===== src/sv/wwl_pkg.sv =====
// Shared types and constants of the word-wrap layout engine.
`default_nettype none

package wwl_pkg;

  // Field widths of the channels.
  localparam int unsigned BYTE_W     = 8;
  localparam int unsigned KIND_W     = 2;
  localparam int unsigned ROW_W      = 3;
  localparam int unsigned COL_W      = 6;
  localparam int unsigned GLYPH_W    = 7;
  localparam int unsigned COUNT_W    = 4;
  localparam int unsigned LIMIT_W    = 4;
  localparam int unsigned CFG_IDX_W  = 2;
  localparam int unsigned CFG_DATA_W = 6;

  // Depth of the queue between the front and the sequencer.
  localparam int unsigned QUEUE_DEPTH = 4;
  localparam int unsigned QPTR_W      = $clog2(QUEUE_DEPTH);

  // Register values after reset.
  localparam logic [COL_W-1:0]   LINE_WIDTH_RST = 6'd32;
  localparam logic [LIMIT_W-1:0] LINE_LIMIT_RST = 4'd8;

  // Character codes.
  localparam logic [BYTE_W-1:0]  CHR_END       = 8'h00;
  localparam logic [BYTE_W-1:0]  CHR_NEWLINE   = 8'h0A;
  localparam logic [BYTE_W-1:0]  CHR_SPACE     = 8'h20;
  localparam logic [BYTE_W-1:0]  CHR_FIRST     = 8'h20;
  localparam logic [BYTE_W-1:0]  CHR_LAST      = 8'h7E;
  localparam logic [GLYPH_W-1:0] GLYPH_UNKNOWN = 7'h3F;
  localparam logic [GLYPH_W-1:0] GLYPH_DOT     = 7'h2E;
  localparam logic [GLYPH_W-1:0] GLYPH_SPACE   = 7'h20;

  // Configuration register indexes.
  typedef enum logic [CFG_IDX_W-1:0] {
    REG_LINE_WIDTH = 2'd0,
    REG_LINE_LIMIT = 2'd1
  } cfg_reg_e;

  // Kinds of result items.
  typedef enum logic [KIND_W-1:0] {
    KIND_WRITE    = 2'd0,
    KIND_LINE_END = 2'd1,
    KIND_DONE     = 2'd2
  } kind_e;

  // Classes of text bytes, decided in the front.
  typedef enum logic [1:0] {
    CLS_END     = 2'd0,
    CLS_NEWLINE = 2'd1,
    CLS_SPACE   = 2'd2,
    CLS_CHAR    = 2'd3
  } byte_class_e;

  // One classified byte in the queue.
  typedef struct packed {
    byte_class_e          cls;
    logic [GLYPH_W-1:0]   glyph;
  } item_t;

  // Head of the queue as seen by the sequencer.
  typedef struct packed {
    logic  valid;
    item_t item;
  } queue_head_t;

  // One result item.
  typedef struct packed {
    kind_e                kind;
    logic [ROW_W-1:0]     row;
    logic [COL_W-1:0]     column;
    logic [GLYPH_W-1:0]   glyph;
    logic [COUNT_W-1:0]   line_count;
    logic                 last;
  } result_t;

endpackage

`default_nettype wire


===== src/sv/wwl_if.sv =====
// Channel interfaces of the word-wrap layout engine: text in, results out, configuration.
`default_nettype none

interface wwl_text_if;
  logic                        valid;
  logic                        ready;
  logic [wwl_pkg::BYTE_W-1:0]  text_byte;

  modport source (output valid, output text_byte, input ready);
  modport sink   (input valid, input text_byte, output ready);
endinterface

interface wwl_result_if;
  logic                         valid;
  logic                         ready;
  wwl_pkg::kind_e               kind;
  logic [wwl_pkg::ROW_W-1:0]    row;
  logic [wwl_pkg::COL_W-1:0]    column;
  logic [wwl_pkg::GLYPH_W-1:0]  glyph;
  logic [wwl_pkg::COUNT_W-1:0]  line_count;
  logic                         last;

  modport source (output valid, output kind, output row, output column, output glyph,
                  output line_count, output last, input ready);
  modport sink   (input valid, input kind, input row, input column, input glyph,
                  input line_count, input last, output ready);
endinterface

interface wwl_cfg_if;
  logic                            valid;
  logic                            ready;
  logic [wwl_pkg::CFG_IDX_W-1:0]   index;
  logic [wwl_pkg::CFG_DATA_W-1:0]  data;

  modport source (output valid, output index, output data, input ready);
  modport sink   (input valid, input index, input data, output ready);
endinterface

`default_nettype wire


===== src/sv/wwl_front.sv =====
// Front of the layout engine: classifies text bytes and queues them for the sequencer.
`default_nettype none

module wwl_front (
  input  logic                  clk_i,
  input  logic                  rst_ni,
  wwl_text_if.sink              text_i,
  input  logic                  pop_i,
  output wwl_pkg::queue_head_t  head_o
);

  localparam int unsigned PtrW = wwl_pkg::QPTR_W;
  localparam int unsigned CntW = wwl_pkg::QPTR_W + 1;
  localparam logic [CntW-1:0] Depth = CntW'(wwl_pkg::QUEUE_DEPTH);

  wwl_pkg::item_t   slot_q [wwl_pkg::QUEUE_DEPTH];
  logic [PtrW-1:0]  wr_ptr_q, wr_ptr_d;
  logic [PtrW-1:0]  rd_ptr_q, rd_ptr_d;
  logic [CntW-1:0]  count_q, count_d;
  wwl_pkg::item_t   item_in;
  logic             push;
  logic             pop;

  // Sort the byte into end, newline, space or any other character.
  always_comb begin
    item_in.glyph = wwl_pkg::GLYPH_UNKNOWN;
    if (text_i.text_byte >= wwl_pkg::CHR_FIRST && text_i.text_byte <= wwl_pkg::CHR_LAST) begin
      item_in.glyph = text_i.text_byte[wwl_pkg::GLYPH_W-1:0];
    end
    priority if (text_i.text_byte == wwl_pkg::CHR_END) begin
      item_in.cls = wwl_pkg::CLS_END;
    end else if (text_i.text_byte == wwl_pkg::CHR_NEWLINE) begin
      item_in.cls = wwl_pkg::CLS_NEWLINE;
    end else if (text_i.text_byte == wwl_pkg::CHR_SPACE) begin
      item_in.cls = wwl_pkg::CLS_SPACE;
    end else begin
      item_in.cls = wwl_pkg::CLS_CHAR;
    end
  end

  // Queue control: a transfer pushes, the sequencer pops.
  assign text_i.ready = (count_q != Depth);
  assign push         = text_i.valid && text_i.ready;
  assign pop          = pop_i && (count_q != '0);

  always_comb begin
    wr_ptr_d = wr_ptr_q;
    rd_ptr_d = rd_ptr_q;
    count_d  = count_q;
    if (push) begin
      wr_ptr_d = wr_ptr_q + PtrW'(1);
    end
    if (pop) begin
      rd_ptr_d = rd_ptr_q + PtrW'(1);
    end
    unique case ({push, pop})
      2'b10:   count_d = count_q + CntW'(1);
      2'b01:   count_d = count_q - CntW'(1);
      default: count_d = count_q;
    endcase
  end

  always_ff @(posedge clk_i or negedge rst_ni) begin
    if (!rst_ni) begin
      wr_ptr_q <= '0;
      rd_ptr_q <= '0;
      count_q  <= '0;
    end else begin
      wr_ptr_q <= wr_ptr_d;
      rd_ptr_q <= rd_ptr_d;
      count_q  <= count_d;
    end
  end

  // Queue storage holds payload only.
  always_ff @(posedge clk_i) begin
    if (push) begin
      slot_q[wr_ptr_q] <= item_in;
    end
  end

  assign head_o.valid = (count_q != '0);
  assign head_o.item  = slot_q[rd_ptr_q];

endmodule

`default_nettype wire


===== src/sv/wwl_back.sv =====
// Back of the layout engine: configuration, word store and the layout sequencer.
`default_nettype none

module wwl_back #(
  parameter int unsigned MAX_COLS = 32,
  parameter int unsigned MAX_ROWS = 8
) (
  input  logic                  clk_i,
  input  logic                  rst_ni,
  wwl_cfg_if.sink               cfg_i,
  input  wwl_pkg::queue_head_t  head_i,
  output logic                  pop_o,
  wwl_result_if.source          result_o
);

  localparam int unsigned ColW   = wwl_pkg::COL_W;
  localparam int unsigned GlyphW = wwl_pkg::GLYPH_W;
  localparam int unsigned AddrW  = $clog2(MAX_COLS);
  localparam int unsigned LenW   = $clog2(MAX_COLS + 1);
  localparam int unsigned RowW   = (MAX_ROWS > 1) ? $clog2(MAX_ROWS) : 1;
  localparam logic [ColW-1:0] MaxColsC = ColW'(MAX_COLS);
  localparam logic [7:0]      MaxRowsC = 8'(MAX_ROWS);

  typedef enum logic [7:0] {
    S_IDLE     = 8'b0000_0001,
    S_FLUSH    = 8'b0000_0010,
    S_PUT      = 8'b0000_0100,
    S_BREAK    = 8'b0000_1000,
    S_DOTS     = 8'b0001_0000,
    S_LINE_END = 8'b0010_0000,
    S_DONE     = 8'b0100_0000,
    S_SPACE    = 8'b1000_0000
  } state_e;

  // What follows the current flush or break.
  typedef enum logic [2:0] {
    CTX_END   = 3'd0,
    CTX_NL    = 3'd1,
    CTX_SP    = 3'd2,
    CTX_PLAIN = 3'd3,
    CTX_STORE = 3'd4
  } ctx_e;

  state_e                        state_q, state_d;
  ctx_e                          ctx_q, ctx_d;
  logic [ColW-1:0]               lw_q, lw_d;
  logic [wwl_pkg::LIMIT_W-1:0]   ll_q, ll_d;
  logic [LenW-1:0]               wl_q, wl_d;
  logic [AddrW-1:0]              k_q, k_d;
  logic [RowW-1:0]               row_q, row_d;
  logic [ColW-1:0]               col_q, col_d;
  logic                          placed_q, placed_d;
  logic                          ovf_q, ovf_d;
  logic                          seen_q, seen_d;
  logic [GlyphW-1:0]             ch_q, ch_d;
  logic [ColW-1:0]               tr_col_q, tr_col_d;
  logic [ColW-1:0]               tr_end_q, tr_end_d;
  logic                          ov_q;
  wwl_pkg::result_t              out_q;

  logic [GlyphW-1:0]             word_mem [MAX_COLS];
  logic [GlyphW-1:0]             rd_q;
  logic                          we;

  logic                          bad;
  logic [7:0]                    avail;
  logic                          row_full;
  logic                          store_over;
  logic                          last_k;
  logic [ColW-1:0]               next_col;
  logic                          flush_last;
  logic [ColW-1:0]               lw_m3;
  logic [ColW-1:0]               tr_start;
  logic [6:0]                    tr_sum;
  logic [ColW-1:0]               tr_end;
  logic [7:0]                    done_cnt;
  logic                          cfg_fire;
  logic                          out_free;
  logic                          emit;
  logic                          fire;
  wwl_pkg::result_t              emit_res;

  // Layout conditions derived from the current state and registers.
  assign bad        = (lw_q == '0) || (lw_q > MaxColsC) || (ll_q == '0);
  assign avail      = (8'(ll_q) > MaxRowsC) ? MaxRowsC : 8'(ll_q);
  assign row_full   = (8'(row_q) + 8'd1) >= avail;
  assign store_over = (8'(col_q) + 8'(wl_q) + 8'd1) > 8'(lw_q);
  assign last_k     = (LenW'(k_q) + LenW'(1)) == wl_q;
  assign next_col   = col_q + ColW'(1);
  assign flush_last = last_k && ((ctx_q == CTX_PLAIN) ||
                                 ((ctx_q == CTX_SP) && (next_col >= lw_q)));
  assign done_cnt   = (bad || !seen_q) ? 8'd0 : (ovf_q ? avail : 8'(row_q) + 8'd1);

  // Dots start at min(column, width-3) and are clipped to the line width.
  assign lw_m3    = lw_q - ColW'(3);
  assign tr_start = (lw_q >= ColW'(3)) ? ((col_q < lw_m3) ? col_q : lw_m3) : '0;
  assign tr_sum   = 7'(tr_start) + 7'd3;
  assign tr_end   = (tr_sum > 7'(lw_q)) ? lw_q : tr_sum[ColW-1:0];

  assign cfg_i.ready = 1'b1;
  assign cfg_fire    = cfg_i.valid;

  // The output register takes a new result whenever it is empty or being drained.
  assign out_free = !ov_q || result_o.ready;
  assign fire     = emit && out_free;

  // Layout sequencer.
  always_comb begin
    state_d  = state_q;
    ctx_d    = ctx_q;
    lw_d     = lw_q;
    ll_d     = ll_q;
    wl_d     = wl_q;
    k_d      = k_q;
    row_d    = row_q;
    col_d    = col_q;
    placed_d = placed_q;
    ovf_d    = ovf_q;
    seen_d   = seen_q;
    ch_d     = ch_q;
    tr_col_d = tr_col_q;
    tr_end_d = tr_end_q;
    pop_o    = 1'b0;
    we       = 1'b0;
    emit     = 1'b0;
    emit_res.kind       = wwl_pkg::KIND_WRITE;
    emit_res.row        = wwl_pkg::ROW_W'(row_q);
    emit_res.column     = col_q;
    emit_res.glyph      = '0;
    emit_res.line_count = '0;
    emit_res.last       = 1'b0;

    unique case (state_q)
      S_IDLE: begin
        if (head_i.valid) begin
          pop_o = 1'b1;
          unique case (head_i.item.cls)
            wwl_pkg::CLS_END: begin
              if (bad || !seen_q || ovf_q) begin
                state_d = S_DONE;
              end else begin
                ctx_d   = CTX_END;
                k_d     = '0;
                state_d = (wl_q == '0) ? S_LINE_END : S_FLUSH;
              end
            end
            wwl_pkg::CLS_NEWLINE, wwl_pkg::CLS_SPACE: begin
              seen_d = 1'b1;
              if (!bad && !ovf_q) begin
                placed_d = 1'b0;
                k_d      = '0;
                if (head_i.item.cls == wwl_pkg::CLS_NEWLINE) begin
                  ctx_d   = CTX_NL;
                  state_d = (wl_q == '0) ? S_BREAK : S_FLUSH;
                end else begin
                  ctx_d   = CTX_SP;
                  state_d = (wl_q == '0) ? S_SPACE : S_FLUSH;
                end
              end
            end
            wwl_pkg::CLS_CHAR: begin
              seen_d = 1'b1;
              if (!bad && !ovf_q) begin
                if (placed_q || (col_q == '0)) begin
                  // The word is already on the line, or starts a fresh one.
                  placed_d = 1'b1;
                  ch_d     = head_i.item.glyph;
                  ctx_d    = CTX_PLAIN;
                  state_d  = S_PUT;
                end else begin
                  // Buffer the character; move the word down once it no longer fits.
                  we   = 1'b1;
                  wl_d = wl_q + LenW'(1);
                  if (store_over) begin
                    ctx_d   = CTX_STORE;
                    state_d = S_BREAK;
                  end
                end
              end
            end
            default: begin
            end
          endcase
        end
      end

      S_PUT, S_FLUSH: begin
        if (col_q >= lw_q) begin
          // The line is full: wrap before the character, or truncate.
          if (row_full) begin
            tr_col_d = tr_start;
            tr_end_d = tr_end;
            state_d  = S_DOTS;
          end else begin
            emit          = 1'b1;
            emit_res.kind = wwl_pkg::KIND_LINE_END;
            if (fire) begin
              row_d = row_q + RowW'(1);
              col_d = '0;
            end
          end
        end else begin
          emit           = 1'b1;
          emit_res.glyph = (state_q == S_FLUSH) ? rd_q : ch_q;
          emit_res.last  = (state_q == S_FLUSH) ? flush_last : 1'b1;
          if (fire) begin
            col_d = next_col;
            if (state_q == S_PUT) begin
              state_d = S_IDLE;
            end else if (last_k) begin
              wl_d = '0;
              unique case (ctx_q)
                CTX_END: state_d = S_LINE_END;
                CTX_NL:  state_d = S_BREAK;
                CTX_SP:  state_d = S_SPACE;
                default: state_d = S_IDLE;
              endcase
            end else begin
              k_d = k_q + AddrW'(1);
            end
          end
        end
      end

      S_BREAK: begin
        if (row_full) begin
          tr_col_d = tr_start;
          tr_end_d = tr_end;
          state_d  = S_DOTS;
        end else begin
          emit          = 1'b1;
          emit_res.kind = wwl_pkg::KIND_LINE_END;
          emit_res.last = (ctx_q == CTX_NL);
          if (fire) begin
            row_d = row_q + RowW'(1);
            col_d = '0;
            if (ctx_q == CTX_STORE) begin
              placed_d = 1'b1;
              ctx_d    = CTX_PLAIN;
              k_d      = '0;
              state_d  = S_FLUSH;
            end else begin
              state_d = S_IDLE;
            end
          end
        end
      end

      S_DOTS: begin
        if (tr_col_q < tr_end_q) begin
          emit            = 1'b1;
          emit_res.column = tr_col_q;
          emit_res.glyph  = wwl_pkg::GLYPH_DOT;
          if (fire) begin
            tr_col_d = tr_col_q + ColW'(1);
          end
        end else begin
          // Close the last row; the rest of the text is swallowed.
          emit            = 1'b1;
          emit_res.kind   = wwl_pkg::KIND_LINE_END;
          emit_res.column = tr_end_q;
          emit_res.last   = (ctx_q != CTX_END);
          if (fire) begin
            ovf_d    = 1'b1;
            wl_d     = '0;
            placed_d = 1'b0;
            state_d  = (ctx_q == CTX_END) ? S_DONE : S_IDLE;
          end
        end
      end

      S_LINE_END: begin
        emit          = 1'b1;
        emit_res.kind = wwl_pkg::KIND_LINE_END;
        if (fire) begin
          state_d = S_DONE;
        end
      end

      S_DONE: begin
        emit                = 1'b1;
        emit_res.kind       = wwl_pkg::KIND_DONE;
        emit_res.row        = '0;
        emit_res.column     = '0;
        emit_res.line_count = wwl_pkg::COUNT_W'(done_cnt);
        emit_res.last       = 1'b1;
        if (fire) begin
          wl_d     = '0;
          row_d    = '0;
          col_d    = '0;
          placed_d = 1'b0;
          ovf_d    = 1'b0;
          seen_d   = 1'b0;
          state_d  = S_IDLE;
        end
      end

      S_SPACE: begin
        if ((col_q != '0) && (col_q < lw_q)) begin
          emit           = 1'b1;
          emit_res.glyph = wwl_pkg::GLYPH_SPACE;
          emit_res.last  = 1'b1;
          if (fire) begin
            col_d   = next_col;
            state_d = S_IDLE;
          end
        end else begin
          state_d = S_IDLE;
        end
      end

      default: begin
        state_d = S_IDLE;
      end
    endcase

    // A register write starts the layout afresh.
    if (cfg_fire) begin
      unique case (cfg_i.index)
        wwl_pkg::REG_LINE_WIDTH: begin
          lw_d     = cfg_i.data[ColW-1:0];
          wl_d     = '0;
          row_d    = '0;
          col_d    = '0;
          placed_d = 1'b0;
          ovf_d    = 1'b0;
          seen_d   = 1'b0;
        end
        wwl_pkg::REG_LINE_LIMIT: begin
          ll_d     = cfg_i.data[wwl_pkg::LIMIT_W-1:0];
          wl_d     = '0;
          row_d    = '0;
          col_d    = '0;
          placed_d = 1'b0;
          ovf_d    = 1'b0;
          seen_d   = 1'b0;
        end
        default: begin
        end
      endcase
    end
  end

  // Control registers.
  always_ff @(posedge clk_i or negedge rst_ni) begin
    if (!rst_ni) begin
      state_q  <= S_IDLE;
      ctx_q    <= CTX_PLAIN;
      lw_q     <= wwl_pkg::LINE_WIDTH_RST;
      ll_q     <= wwl_pkg::LINE_LIMIT_RST;
      wl_q     <= '0;
      k_q      <= '0;
      row_q    <= '0;
      col_q    <= '0;
      placed_q <= 1'b0;
      ovf_q    <= 1'b0;
      seen_q   <= 1'b0;
      tr_col_q <= '0;
      tr_end_q <= '0;
      ov_q     <= 1'b0;
    end else begin
      state_q  <= state_d;
      ctx_q    <= ctx_d;
      lw_q     <= lw_d;
      ll_q     <= ll_d;
      wl_q     <= wl_d;
      k_q      <= k_d;
      row_q    <= row_d;
      col_q    <= col_d;
      placed_q <= placed_d;
      ovf_q    <= ovf_d;
      seen_q   <= seen_d;
      tr_col_q <= tr_col_d;
      tr_end_q <= tr_end_d;
      if (fire) begin
        ov_q <= 1'b1;
      end else if (result_o.ready) begin
        ov_q <= 1'b0;
      end
    end
  end

  // Payload registers.
  always_ff @(posedge clk_i) begin
    ch_q <= ch_d;
    if (fire) begin
      out_q <= emit_res;
    end
  end

  // Word store; the read address runs one step ahead so the data is ready in the flush.
  always_ff @(posedge clk_i) begin
    if (we) begin
      word_mem[wl_q[AddrW-1:0]] <= head_i.item.glyph;
    end
  end

  always_ff @(posedge clk_i) begin
    rd_q <= word_mem[k_d];
  end

  assign result_o.valid      = ov_q;
  assign result_o.kind       = out_q.kind;
  assign result_o.row        = out_q.row;
  assign result_o.column     = out_q.column;
  assign result_o.glyph      = out_q.glyph;
  assign result_o.line_count = out_q.line_count;
  assign result_o.last       = out_q.last;

endmodule

`default_nettype wire


===== src/sv/word_wrap_text_layout_top.sv =====
// Top level of the greedy word-wrap layout engine: byte queue in front, layout sequencer behind.
// A transferred byte waits in the queue until the idle sequencer pops it; its results enter the
// output register. One result per cycle while the output is drained; a byte is popped in a dispatch
// step of its own, and a dropped space or a truncation decision takes a further step with no result.
// Reset (asynchronous, active low) empties the queue, clears the layout and loads line_width 32
// and line_limit 8; the word store is not cleared, as only written entries are ever read.
`default_nettype none

module word_wrap_text_layout_top #(
  parameter int unsigned MAX_COLS = 32,
  parameter int unsigned MAX_ROWS = 8
) (
  input  logic          clk_i,
  input  logic          rst_ni,
  wwl_cfg_if.sink       cfg_i,
  wwl_text_if.sink      text_i,
  wwl_result_if.source  result_o
);

  wwl_pkg::queue_head_t head;
  logic                 pop;

  // Byte classification and queue.
  wwl_front u_front (
    .clk_i  (clk_i),
    .rst_ni (rst_ni),
    .text_i (text_i),
    .pop_i  (pop),
    .head_o (head)
  );

  // Layout sequencer with word store and output register.
  wwl_back #(
    .MAX_COLS (MAX_COLS),
    .MAX_ROWS (MAX_ROWS)
  ) u_back (
    .clk_i    (clk_i),
    .rst_ni   (rst_ni),
    .cfg_i    (cfg_i),
    .head_i   (head),
    .pop_o    (pop),
    .result_o (result_o)
  );

  // The sequencer only takes a byte that the queue holds.
  a_pop_has_item: assert property (@(posedge clk_i) disable iff (!rst_ni)
    pop |-> head.valid)
    else $error("sequencer popped an empty queue");

  // The text channel only stalls while the queue holds bytes.
  a_stall_means_backlog: assert property (@(posedge clk_i) disable iff (!rst_ni)
    !text_i.ready |-> head.valid)
    else $error("text channel stalled with an empty queue");

  // A done result always closes the results of its byte.
  a_done_is_last: assert property (@(posedge clk_i) disable iff (!rst_ni)
    (result_o.valid && result_o.ready && (result_o.kind == wwl_pkg::KIND_DONE))
      |-> result_o.last)
    else $error("done result transferred without last");

endmodule

`default_nettype wire

===== src/flat_wrapper.sv =====
// flat-port wrapper written by rule: the top's interface ports become plain ports
module word_wrap_text_layout_top_flat 
#(
  parameter int unsigned MAX_COLS = 32,
  parameter int unsigned MAX_ROWS = 8
)
  (clk_i, rst_ni, cfg_i_valid, cfg_i_index, cfg_i_data, cfg_i_ready, text_i_valid, text_i_text_byte, text_i_ready, result_o_valid, result_o_kind, result_o_row, result_o_column, result_o_glyph, result_o_line_count, result_o_last, result_o_ready);
  wwl_cfg_if cfg_i_i ();
  wwl_text_if text_i_i ();
  wwl_result_if result_o_i ();
  input  logic clk_i;
  input  logic rst_ni;
  input wire logic [$bits(cfg_i_i.valid)-1:0] cfg_i_valid;
  input wire logic [$bits(cfg_i_i.index)-1:0] cfg_i_index;
  input wire logic [$bits(cfg_i_i.data)-1:0] cfg_i_data;
  output wire logic [$bits(cfg_i_i.ready)-1:0] cfg_i_ready;
  input wire logic [$bits(text_i_i.valid)-1:0] text_i_valid;
  input wire logic [$bits(text_i_i.text_byte)-1:0] text_i_text_byte;
  output wire logic [$bits(text_i_i.ready)-1:0] text_i_ready;
  output wire logic [$bits(result_o_i.valid)-1:0] result_o_valid;
  output wire logic [$bits(result_o_i.kind)-1:0] result_o_kind;
  output wire logic [$bits(result_o_i.row)-1:0] result_o_row;
  output wire logic [$bits(result_o_i.column)-1:0] result_o_column;
  output wire logic [$bits(result_o_i.glyph)-1:0] result_o_glyph;
  output wire logic [$bits(result_o_i.line_count)-1:0] result_o_line_count;
  output wire logic [$bits(result_o_i.last)-1:0] result_o_last;
  input wire logic [$bits(result_o_i.ready)-1:0] result_o_ready;
  assign cfg_i_i.valid = cfg_i_valid;
  assign cfg_i_i.index = cfg_i_index;
  assign cfg_i_i.data = cfg_i_data;
  assign cfg_i_ready = cfg_i_i.ready;
  assign text_i_i.valid = text_i_valid;
  assign text_i_i.text_byte = text_i_text_byte;
  assign text_i_ready = text_i_i.ready;
  assign result_o_valid = result_o_i.valid;
  assign result_o_kind = result_o_i.kind;
  assign result_o_row = result_o_i.row;
  assign result_o_column = result_o_i.column;
  assign result_o_glyph = result_o_i.glyph;
  assign result_o_line_count = result_o_i.line_count;
  assign result_o_last = result_o_i.last;
  assign result_o_i.ready = result_o_ready;
  word_wrap_text_layout_top #(.MAX_COLS(MAX_COLS), .MAX_ROWS(MAX_ROWS)) u_core (.clk_i(clk_i), .rst_ni(rst_ni), .cfg_i(cfg_i_i), .text_i(text_i_i), .result_o(result_o_i));
endmodule

===== config.mk =====
export PLATFORM = sky130hd
export DESIGN_NAME = word_wrap_text_layout_top_flat
export DESIGN_NICKNAME = d
export VERILOG_FILES = /design/src/sv/wwl_pkg.sv /design/src/sv/wwl_if.sv /design/src/sv/wwl_front.sv /design/src/sv/wwl_back.sv /design/src/sv/word_wrap_text_layout_top.sv /design/src/flat_wrapper.sv
export SDC_FILE = /design/constraint.sdc
export NUM_CORES = 1
export LEC_CHECK = 0
export BUFFER_PORTS_ARGS = -buffer_cell sky130_fd_sc_hd__buf_2
export CORE_MARGIN = 8
export CORE_UTILIZATION = 45
export DETAILED_ROUTE_END_ITERATION = 16
export HOLD_SLACK_MARGIN = 0.08
export PLACE_DENSITY_LB_ADDON = 0.15
export RECOVER_POWER = 100
export REMOVE_ABC_BUFFERS = 1
export SETUP_SLACK_MARGIN = 0.1
export SYNTH_ARGS = -nofsm -noshare
export SYNTH_HDL_FRONTEND = slang
export SYNTH_SLANG_ARGS = --single-unit

===== constraint.sdc =====
create_clock -name clk_i -period 5.4 [get_ports clk_i]
set_input_delay 0.27 -clock clk_i [delete_from_list [all_inputs] [get_ports clk_i]]
set_output_delay 0.27 -clock clk_i [all_outputs]
set_load 0.02 [all_outputs]

==> results of run 1 <==
==> power groups by stage <==
stage	Sequential [mW]	Clock (mW)	Combinational, mW
floorplan	3.93	0	1.59
global placement	3.89	0	2.59
detailed placement	3.89	0	2.60
CTS	3.84	2.71	2.62
global route	3.87	2.82	2.82
finish	3.84	2.65	2.56
==> through the flow <==
step                      total power, mW  setup TNS [ns]  utilization, %  hold slack [ns]
after global placement               6.47               0            48.2            0.473
after CTS                            9.17               0            51.7           0.0858
final                                9.06               0            51.4            0.118
after floorplan                      5.52           -8.16               -          -0.0256
after global routing                 9.51               0            51.4            0.118
after detailed placement             6.50               0            48.2            0.477
==> layer usage <==
layer  up-vias  part of all wire, %
li1       5896                    -
met1      6148                   46
met2       373                   44
met3        90                  7.6
met4         2                  2.6
met5         -                0.028
==> what timing repair did <==
item / CTS / global route
buffers inserted: 0 / 1
resized for setup: 0 / 4
hold buffers: 9 / 0
endpoints found under the setup margin: 0 / 6
endpoints found under the hold margin: 77 / 0
==> worst paths after layout <==
| check | to | slack (ns) |
|---|---|---|
| min in group asynchronous | u_core.u_front.wr_ptr_q[1] | 1.65 |
| min reg2reg | u_core.u_front.count_q[0] | 0.50 |
| max reg2reg | u_core.u_back.tr_end_q[4] | 0.46 |
| max in group asynchronous | u_core.u_back.state_q[5] | 1.63 |
| min | u_core.u_front.slot_q[1][4] | 0.12 |
| max | u_core.u_back.tr_end_q[4] | 0.46 |
==> synth_stat cells (8+ instances only) <==
| master | n |
|---|---|
| mux2_2 | 13 |
| mux2i_1 | 30 |
| a32oi_1 | 27 |
| o21ai_0 | 54 |
| nor3_1 | 28 |
| nor2_1 | 96 |
| o211ai_1 | 10 |
| nand2_1 | 240 |
| nand3_1 | 73 |
| o2111ai_1 | 17 |
| nor2b_1 | 11 |
| o22ai_1 | 10 |
| xnor2_1 | 21 |
| a21o_1 | 22 |
| a21oi_1 | 75 |
| nor4_1 | 27 |
| edfxtp_1 | 290 |
| mux4_2 | 9 |
| or3_1 | 9 |
| ha_1 | 69 |
| and2_1 | 8 |
| and3_1 | 13 |
| o21a_1 | 12 |
| nand4_1 | 16 |
| xor2_1 | 16 |
| nand2b_1 | 26 |
| o31ai_1 | 9 |
| buf_2 | 26 |
| clkbuf_1 | 31 |
| dfrtp_1 | 59 |
| a211oi_1 | 17 |
| inv_1 | 49 |
==> kinds of logic (layout without fill, tap and decap cells) <==
| group | after synthesis | after routing | synth area share [%] |
|---|---|---|---|
| compound gates | 312 | 312 | 12.0 |
| xor+xnor | 37 | 37 | 1.83 |
| fa+ha+maj | 71 | 71 | 5.09 |
| buf+inv | 121 | 222 | 2.96 |
| flops | 361 | 361 | 59.0 |
| mux | 53 | 53 | 3.75 |
| other cells | 1 | 1 | 0.0211 |
| simple gates | 576 | 576 | 15.4 |
==> area by class of cell <==
cell class                 count  area [µm²]  area share (%)
multi-input combinational   1050        6730            33.8
clock buffer                  48        1090            5.49
inverter                      50         193           0.968
tap                          518         648            3.25
timing repair buffer         100         607            3.05
clock inverter                24         184           0.924
sequential                   361       10500            52.5
==> flip-flops by register name, indices dropped and copies added (netlist names), 2 cells and up <==
register                           count
u_core.u_front.wr_ptr_q                2
u_core.u_back.col_q                    6
u_core.u_back.ll_q                     4
u_core.u_back.tr_col_q                 6
u_core.u_back.result_o.glyph           7
u_core.u_back.rd_q                     7
u_core.u_back.wl_q                     6
u_core.u_back.ch_q                     7
u_core.u_back.ctx_q                    3
u_core.u_back.result_o.kind            2
u_core.u_back.row_q                    3
u_core.u_back.word_mem               224
u_core.u_back.result_o.row             3
u_core.u_back.state_q                  8
u_core.u_back.tr_end_q                 6
u_core.u_front.count_q                 3
u_core.u_front.rd_ptr_q                2
u_core.u_front.slot_q                 36
u_core.u_back.k_q                      5
u_core.u_back.result_o.line_count      4
u_core.u_back.result_o.column          6
u_core.u_back.lw_q                     6
==> flow_summary.ini, run 1 <==
[outcome]
outcome = finished with violations
violations = capacitance limit, slew limit

[grt]
use_met3_pct = 5.40
grt_pass1_wl_um = 71600
grt_pass1_vias = 12100
top_usage_layer = met2
met1_usage_pct = 27.7
overflow = 0
grt_usage_pct = 19.8
grt_max_degree = 95
met2_usage_pct = 29.7
antenna_found_initial = 1

[yosys]
yosys.area.top_type = edfxtp_1
synthCells = 1532
synth-warning-count = 0
synth.ff_latch_count = 361
synthTopCellsByArea = edfxtp_1, dfrtp_1, nand2_1
synth_ff_type = edfxtp_1
synth_cell_type_count = 78
synthesis.area_um2 = 17700
avgSynthCellArea_um2 = 11.6
synth_edf_count = 290
synth_seq_area_share_pct = 59.0
synth_top_area_share_pct = 49.1
synthArstFlopShare_pct = 17.7

[detailed_routing]
dr.first_iter.drc_count = 1118
drc = 0
wl_per_cell_um = 21.5
vias = 12500
wirelength_um = 46200
viasPerCell = 5.82
final_antenna_net_count = 0
drtPass1Iterations = 8

[timing]
rsz0062_at_grt = no
slew_headroom_pct = -152
hold_violations = 0
fin_ws_ns = 0.460
maxSlewViolCount = 65
fin_crit_sh_pct = 91.5
setup_violations = 0
min_period_ns = 4.94
worst_pin_slew_ns = 3.77
clock_skew_ns = 0.0161
clock.fmax_mhz = 202

[power_and_ir_drop]
p_seq_share_pct = 42.4
clockPowerShare_pct = 29.3
pwr-share-comb_pct = 28.3
swShare_pct = 34.0
p_sw_mw = 3.08
p_per_area_nw_per_um2 = 455
p_leak_nw = 7.41
internal-power_mw = 5.98
ir_drop_v = 0.000233

[final_layout]
fillers = 3460
final_common_cell = edfxtp_1
diodes = 0
area_growth_pct = 12.3
fin_nets = 1695
design_area_um2 = 19900
drive_above_1_share_pct = 9.19
layout_common_cells = edfxtp_1, nand2_1, nor2_1, a21oi_1, nand3_1
final_cells = 2151

[worst_setup_path]
worstSetupStartpoint = u_core.u_back.lw_q[1]
cp_top_family = compound AO/OA/AOI/OAI gates
crit_buf_inv = 2
cp.required_ns = 5.84
critPathKind = reg -> reg
start_kind = flip-flop
critical_path_arrival_ns = 5.38
max_stage_delay_ns = 0.42
cp_max_fo = 6
cp_slowest_cell = dfrtp_1
r2r_cells = 24
rr_startpoint = u_core.u_back.lw_q[1]
path_cells = inv_1 > ha_1 > inv_1 > ha_1 > nor2b_1 > o21a_1 > o21a_1 > o21a_1 > o21a_1 > nor3_1 > a21oi_1 > or2_2 > ha_1 > nor2_1 > o21ai_0 > xnor2_1 > ha_1 > a21o_1 > a21oi_1 > o21ai_0 > o21ai_0 > o211ai_1 > and3_1 > a221o_1
critical_path_depth = 24
endpoint_kind = flip-flop

[run]
maxCapViolCount = 1

[hold_path]
min_path_cells = 2
min_from = text_i_text_byte[4]
hold_class = in -> reg

[place]
finalWeightedCongestion = 0.904
place.detailed.hpwl_um = 31200
place_ws_ns = 0.356
placedCellCount = 2069
portBuffers = 45
place_area_um2 = 18700

[clock_network]
numCtsBuffers = 40
clk_pin_slew_worst_paths_ns = 0.06
clock_latency_ns = 0.56
cts_tree = done
cts_root_buf = clkbuf_16
clockBufferDepth = 3
clock_sinks = 361
htree_levels = 2

[floorplan]
pin_count = 47
dieWidth_um = 215
dieArea_um2 = 46000
die_h_um = 215
core_area_um2 = 38700
num_rows = 72
initial_core_util_pct = 45.8
Note: power is estimated with default switching activity, not from simulation.
==> inputs of run 2 (changes only) <==
Settings changed: CORE_UTILIZATION 45 to 60.
==> flow_summary.ini, run 2 (synthesis results as in run 1) <==
[final_layout]
diodes = 0
largest_reg_flops = 224
design_area_um2 = 19700
layout_common_cells = edfxtp_1, nand2_1, nor2_1, a21oi_1, nand3_1
fin_nets = 1689
final_common_cell = edfxtp_1
area_growth_pct = 11.3
drive_above_1_share_pct = 9.53

[hold_path]
hold_class = in -> reg
min_path_cells = 2
min_to = u_core.u_front.slot_q[2][4]
min_from = text_i_text_byte[4]

[clock_network]
clock_sinks = 361
clockBufferDepth = 3
htree_levels = 2
numCtsBuffers = 38
cts_root_buf = clkbuf_16
cts_tree = done
clock_latency_ns = 0.53
clk_pin_slew_worst_paths_ns = 0.06

[worst_setup_path]
cp.required_ns = 5.84
cp_max_fo = 30
rr_startpoint = u_core.u_back.state_q[6]
reg2reg_slack_ns = 0.32
critPathKind = reg -> reg
r2r_end = u_core.u_back.rd_q[0]
critical_path_arrival_ns = 5.52
start_kind = flip-flop
r2r_cells = 10
endpoint_kind = flip-flop

[detailed_routing]
dr.first_iter.drc_count = 1221
vias = 12700
drtPass1Iterations = 5
viasPerCell = 6.29
wirelength_um = 45300
final_antenna_net_count = 0
wl_per_cell_um = 22.5
drc = 0

[power_and_ir_drop]
p_sw_mw = 3.06
pwr-share-comb_pct = 28.4
swShare_pct = 33.7
internal-power_mw = 6.02
p_leak_nw = 7.40
ir_drop_v = 0.000297
p_seq_share_pct = 42.2
total_power_mw = 9.09
p_per_area_nw_per_um2 = 460
clockPowerShare_pct = 29.4

[timing]
min_period_ns = 5.08
slew_headroom_pct = -151
setup_violations = 0
fin_crit_sh_pct = 94.0
worst_pin_slew_ns = 3.76
fin_hold_ws_ns = 0.127
maxSlewViolCount = 65
rsz0062_at_grt = no
clock_skew_ns = 0.0212
clock.fmax_mhz = 197
hold_violations = 0

[grt]
grt_pass1_wl_um = 70700
grt_pass1_vias = 12300
grt_usage_pct = 25.5
overflow = 0
grt_max_degree = 81
antenna_found_initial = 0

[floorplan]
core_area_um2 = 29400
initial_core_util_pct = 60.3
dieArea_um2 = 35300
num_rows = 63
dieWidth_um = 188
pin_count = 47
die_h_um = 188

[place]
place_area_um2 = 18500
portBuffers = 45
place.detailed.hpwl_um = 30900
finalWeightedCongestion = 0.951

[run]
maxCapViolCount = 1

[outcome]
violations = capacitance limit, slew limit
outcome = finished with violations
==> run 2: changes by cell type in the layout (fill, tap and decap cells not counted), moves of 3 or more <==
| cell | change |
|---|---|
| nor4_1 | -3 |
| buf_4 | +6 |
| nor4_2 | +3 |
| clkinv_1 | -5 |
| bufinv_16 | +3 |
| clkbuf_16 | -3 |
==> run 2: how the worst max path moves through the flow <==
stage | end | start | slack [ns] | cells past startpoint
2_1_floorplan | u_core.u_back.rd_q[5] | u_core.u_front.rd_ptr_q[0] | -1.12 | 13
3_3_place_gp | u_core.u_back.tr_end_q[4] | u_core.u_back.lw_q[0] | 0.33 | 23
3_5_place_dp | u_core.u_back.tr_end_q[0] | u_core.u_back.lw_q[0] | 0.27 | 24
4_1_cts | u_core.u_back.tr_end_q[0] | u_core.u_back.lw_q[0] | 0.24 | 24
5_1_grt | u_core.u_back.tr_end_q[0] | u_core.u_back.lw_q[0] | 0.05 | 24
6_report | u_core.u_back.rd_q[0] | u_core.u_back.state_q[6] | 0.32 | 10
==> run 2: per-stage QoR <==
step	cells	TNS (ns)	setup WS, ns	utilization [%]
finish	2017	0	0.322	67.1
global route	2017	0	0.0497	67.1
CTS	2015	0	0.245	67.4
detailed placement	1938	0	0.274	62.8
global placement	1938	0	0.329	62.8
floorplan	1461	-8.16	-1.12	-
==> run 2: final cells by class <==
class	count	area, µm²
Fill cell	2211	9660
Multi-Input combinational cell	1050	6760
Sequential cell	361	10500
Inverter	50	193
Clock inverter	22	254
Tap cell	390	488
Timing Repair Buffer	96	567
Clock buffer	48	1020
==> run 2: per-layer routing <==
layer	track usage, %	share of wire [%]
met5	0	0
met4	8.39	2.9
met3	5.57	8.2
met2	38.8	45
met1	36.1	44
==> run 2: power by group through the flow <==
stage | Clock, mW | Combinational (mW) | Sequential, mW
2_1_floorplan | 0 | 1.59 | 3.93
3_3_place_gp | 0 | 2.55 | 3.88
3_5_place_dp | 0 | 2.60 | 3.89
4_1_cts | 2.70 | 2.62 | 3.83
5_1_grt | 2.80 | 2.82 | 3.86
6_report | 2.67 | 2.58 | 3.83
==> run 2: worst max-delay path: stages (launching register included) <==
cell,delay [ns]
dfrtp_1,0.45
nor4_1,1.05
nand2_1,0.33
a2111o_1,0.72
o21a_1,0.31
a31oi_4,0.83
buf_4,0.32
a21oi_1,0.06
a32oi_1,0.37
o221ai_1,0.23
nor4_2,0.28
==> run 2: timing repair <==
action	in CTS	in global routing
setup buffers	0	2
hold endpoints to repair	69	0
hold buffers	7	0
gates resized for setup	0	4
endpoints found under the setup margin	0	6
==> inputs of run 3 (changes only) <==
Settings changed: PLACE_DENSITY set to 0.77, PLACE_DENSITY_LB_ADDON 0.15 to unset.
Clock period 5.4 ns to 6.2 ns, I/O delays scaled along.
==> flow_summary.ini, run 3 (synthesis results as in run 1) <==
[clock_network]
cts_root_buf = clkbuf_16
cts_setup_buffers = 0
clockBufferDepth = 3
post_cts_resized = 0
htree_levels = 2
clock_latency_ns = 0.54
cts_hold_buf = 7
cts_tree = done
numCtsBuffers = 37
clock_sinks = 361
clk_pin_slew_worst_paths_ns = 0.07

[timing]
setup_violations = 0
worst_pin_slew_ns = 3.69
slew_headroom_pct = -146
rsz0062_at_grt = no
clock_skew_ns = 0.0103
finalSetupTns_ns = 0
hold_violations = 0
fin_hold_ws_ns = 0.134
min_period_ns = 5.58
clock.fmax_mhz = 179
maxSlewViolCount = 65
fin_crit_sh_pct = 89.9

[worst_setup_path]
rr_startpoint = u_core.u_back.lw_q[0]
start_kind = flip-flop
cp.required_ns = 6.62
cp_slowest_cell = dfrtp_1
worstSetupStartpoint = u_core.u_back.lw_q[0]
critPathKind = reg -> reg
critical_path_arrival_ns = 5.99
max_stage_delay_ns = 0.56
cp_max_fo = 10
endpoint_kind = flip-flop
path_cells = inv_1 > ha_1 > inv_1 > ha_1 > nor2b_1 > o21a_1 > o21a_1 > o21a_1 > o21ai_0 > nand2_1 > a211o_1 > ha_1 > nor2_1 > o21ai_0 > xnor2_1 > ha_1 > a21o_1 > a21oi_1 > o21ai_0 > o21ai_0 > o211ai_1 > and3_1 > a221o_1

[final_layout]
design_area_um2 = 19600
final_common_cell = edfxtp_1
multi_input_area_um2 = 6750
fin_nets = 1661
drive_above_1_share_pct = 8.09
largest_reg_flops = 224
final_cells = 1984
fillers = 2156
seq_area_um2 = 10500
area_growth_pct = 10.3
diodes = 0
layout_common_cells = edfxtp_1, nand2_1, nor2_1, a21oi_1, nand3_1

[floorplan]
pin_count = 47
dieWidth_um = 188
core_area_um2 = 29400
initial_core_util_pct = 60.3
dieArea_um2 = 35300
die_h_um = 188
num_rows = 63

[power_and_ir_drop]
p_sw_mw = 2.66
internal-power_mw = 5.28
p_leak_nw = 7.26
clockPowerShare_pct = 30.2
ir_drop_v = 0.000437
swShare_pct = 33.5
p_seq_share_pct = 42.5
pwr-share-comb_pct = 27.3
p_per_area_nw_per_um2 = 406

[outcome]
outcome = finished with violations
violations = capacitance limit, slew limit

[grt]
overflow = 0
grt_usage_pct = 24.6
grt_max_degree = 101
antenna_found_initial = 1
grt_pass1_vias = 12300
grt_pass1_wl_um = 69000

[detailed_routing]
wirelength_um = 44300
drtPass1Iterations = 5
final_antenna_net_count = 0
viasPerCell = 6.47
vias = 12800
drc = 0
wl_per_cell_um = 22.3
dr.first_iter.drc_count = 1516

[run]
maxCapViolCount = 1

[place]
place.detailed.hpwl_um = 28900
placedCellCount = 1913
place_area_um2 = 18300
finalWeightedCongestion = 0.944
portBuffers = 45

[hold_path]
min_from = text_i_text_byte[7]
hold_class = in -> reg
==> run 3: cell count changes in the layout (fill, tap and decap cells not counted), sizes merged <==
cell	change
bufinv	+2
clkinv	-6
clkbuf	-11
inv	-1
clkinvlp	+5
buf	-22
==> run 3: stage by stage <==
step / utilization [%] / total power, mW / setup WS, ns
finish: 66.5 / 7.93 / 0.624
global route: 66.5 / 8.27 / 0.236
CTS: 66.8 / 7.94 / 0.695
detailed placement: 62.1 / 5.57 / 0.705
global placement: 62.1 / 5.49 / 0.909
floorplan: - / 4.81 / -0.320
==> run 3: worst paths after layout <==
path	to	slack [ns]	cells after the start
worst min-delay path	u_core.u_front.slot_q[1][6]	0.13	2
min in group asynchronous	u_core.u_front.wr_ptr_q[0]	1.67	3
worst min register to register	u_core.u_front.count_q[0]	0.51	1
max in group asynchronous	u_core.u_back.state_q[1]	2.45	3
worst max-delay path	u_core.u_back.tr_end_q[4]	0.62	23
worst max register to register	u_core.u_back.tr_end_q[4]	0.62	23
==> run 3: power by group through the flow <==
| stage | Sequential, mW | Combinational [mW] | Clock [mW] |
|---|---|---|---|
| after global placement | 3.40 | 2.09 | 0 |
| after floorplan | 3.43 | 1.38 | 0 |
| final | 3.37 | 2.17 | 2.39 |
| after CTS | 3.37 | 2.17 | 2.40 |
| after global routing | 3.40 | 2.38 | 2.49 |
| after detailed placement | 3.41 | 2.15 | 0 |
==> run 3: final cells by class <==
cell class / count / area share, %
sequential: 361 / 53.5
multi-input combinational: 1050 / 34.5
clock buffer: 42 / 4.94
tap: 390 / 2.49
timing repair buffer: 69 / 1.89
clock inverter: 22 / 1.70
inverter: 50 / 0.985
==> run 3: worst max-delay path, delay by kind of cell (launching register included) <==
family	cells	cell delay (ns)
compound gates	12	2.46
flops	1	0.56
buf+inv	2	0.21
simple gates	4	0.80
fa+ha+maj	4	1.19
xor+xnor	1	0.24
==> run 3: layer usage <==
metal  global-route usage (%)  vias to the layer above  part of all wire (%)  routed length [µm]
met5                        0                        -                     0                   0
met4                     8.36                        0                   2.8                1260
met3                     5.33                      101                   9.6                4260
met2                     37.3                      659                    45               20000
met1                     34.8                     6258                    42               18800
li1                         -                     5825                     -                   -
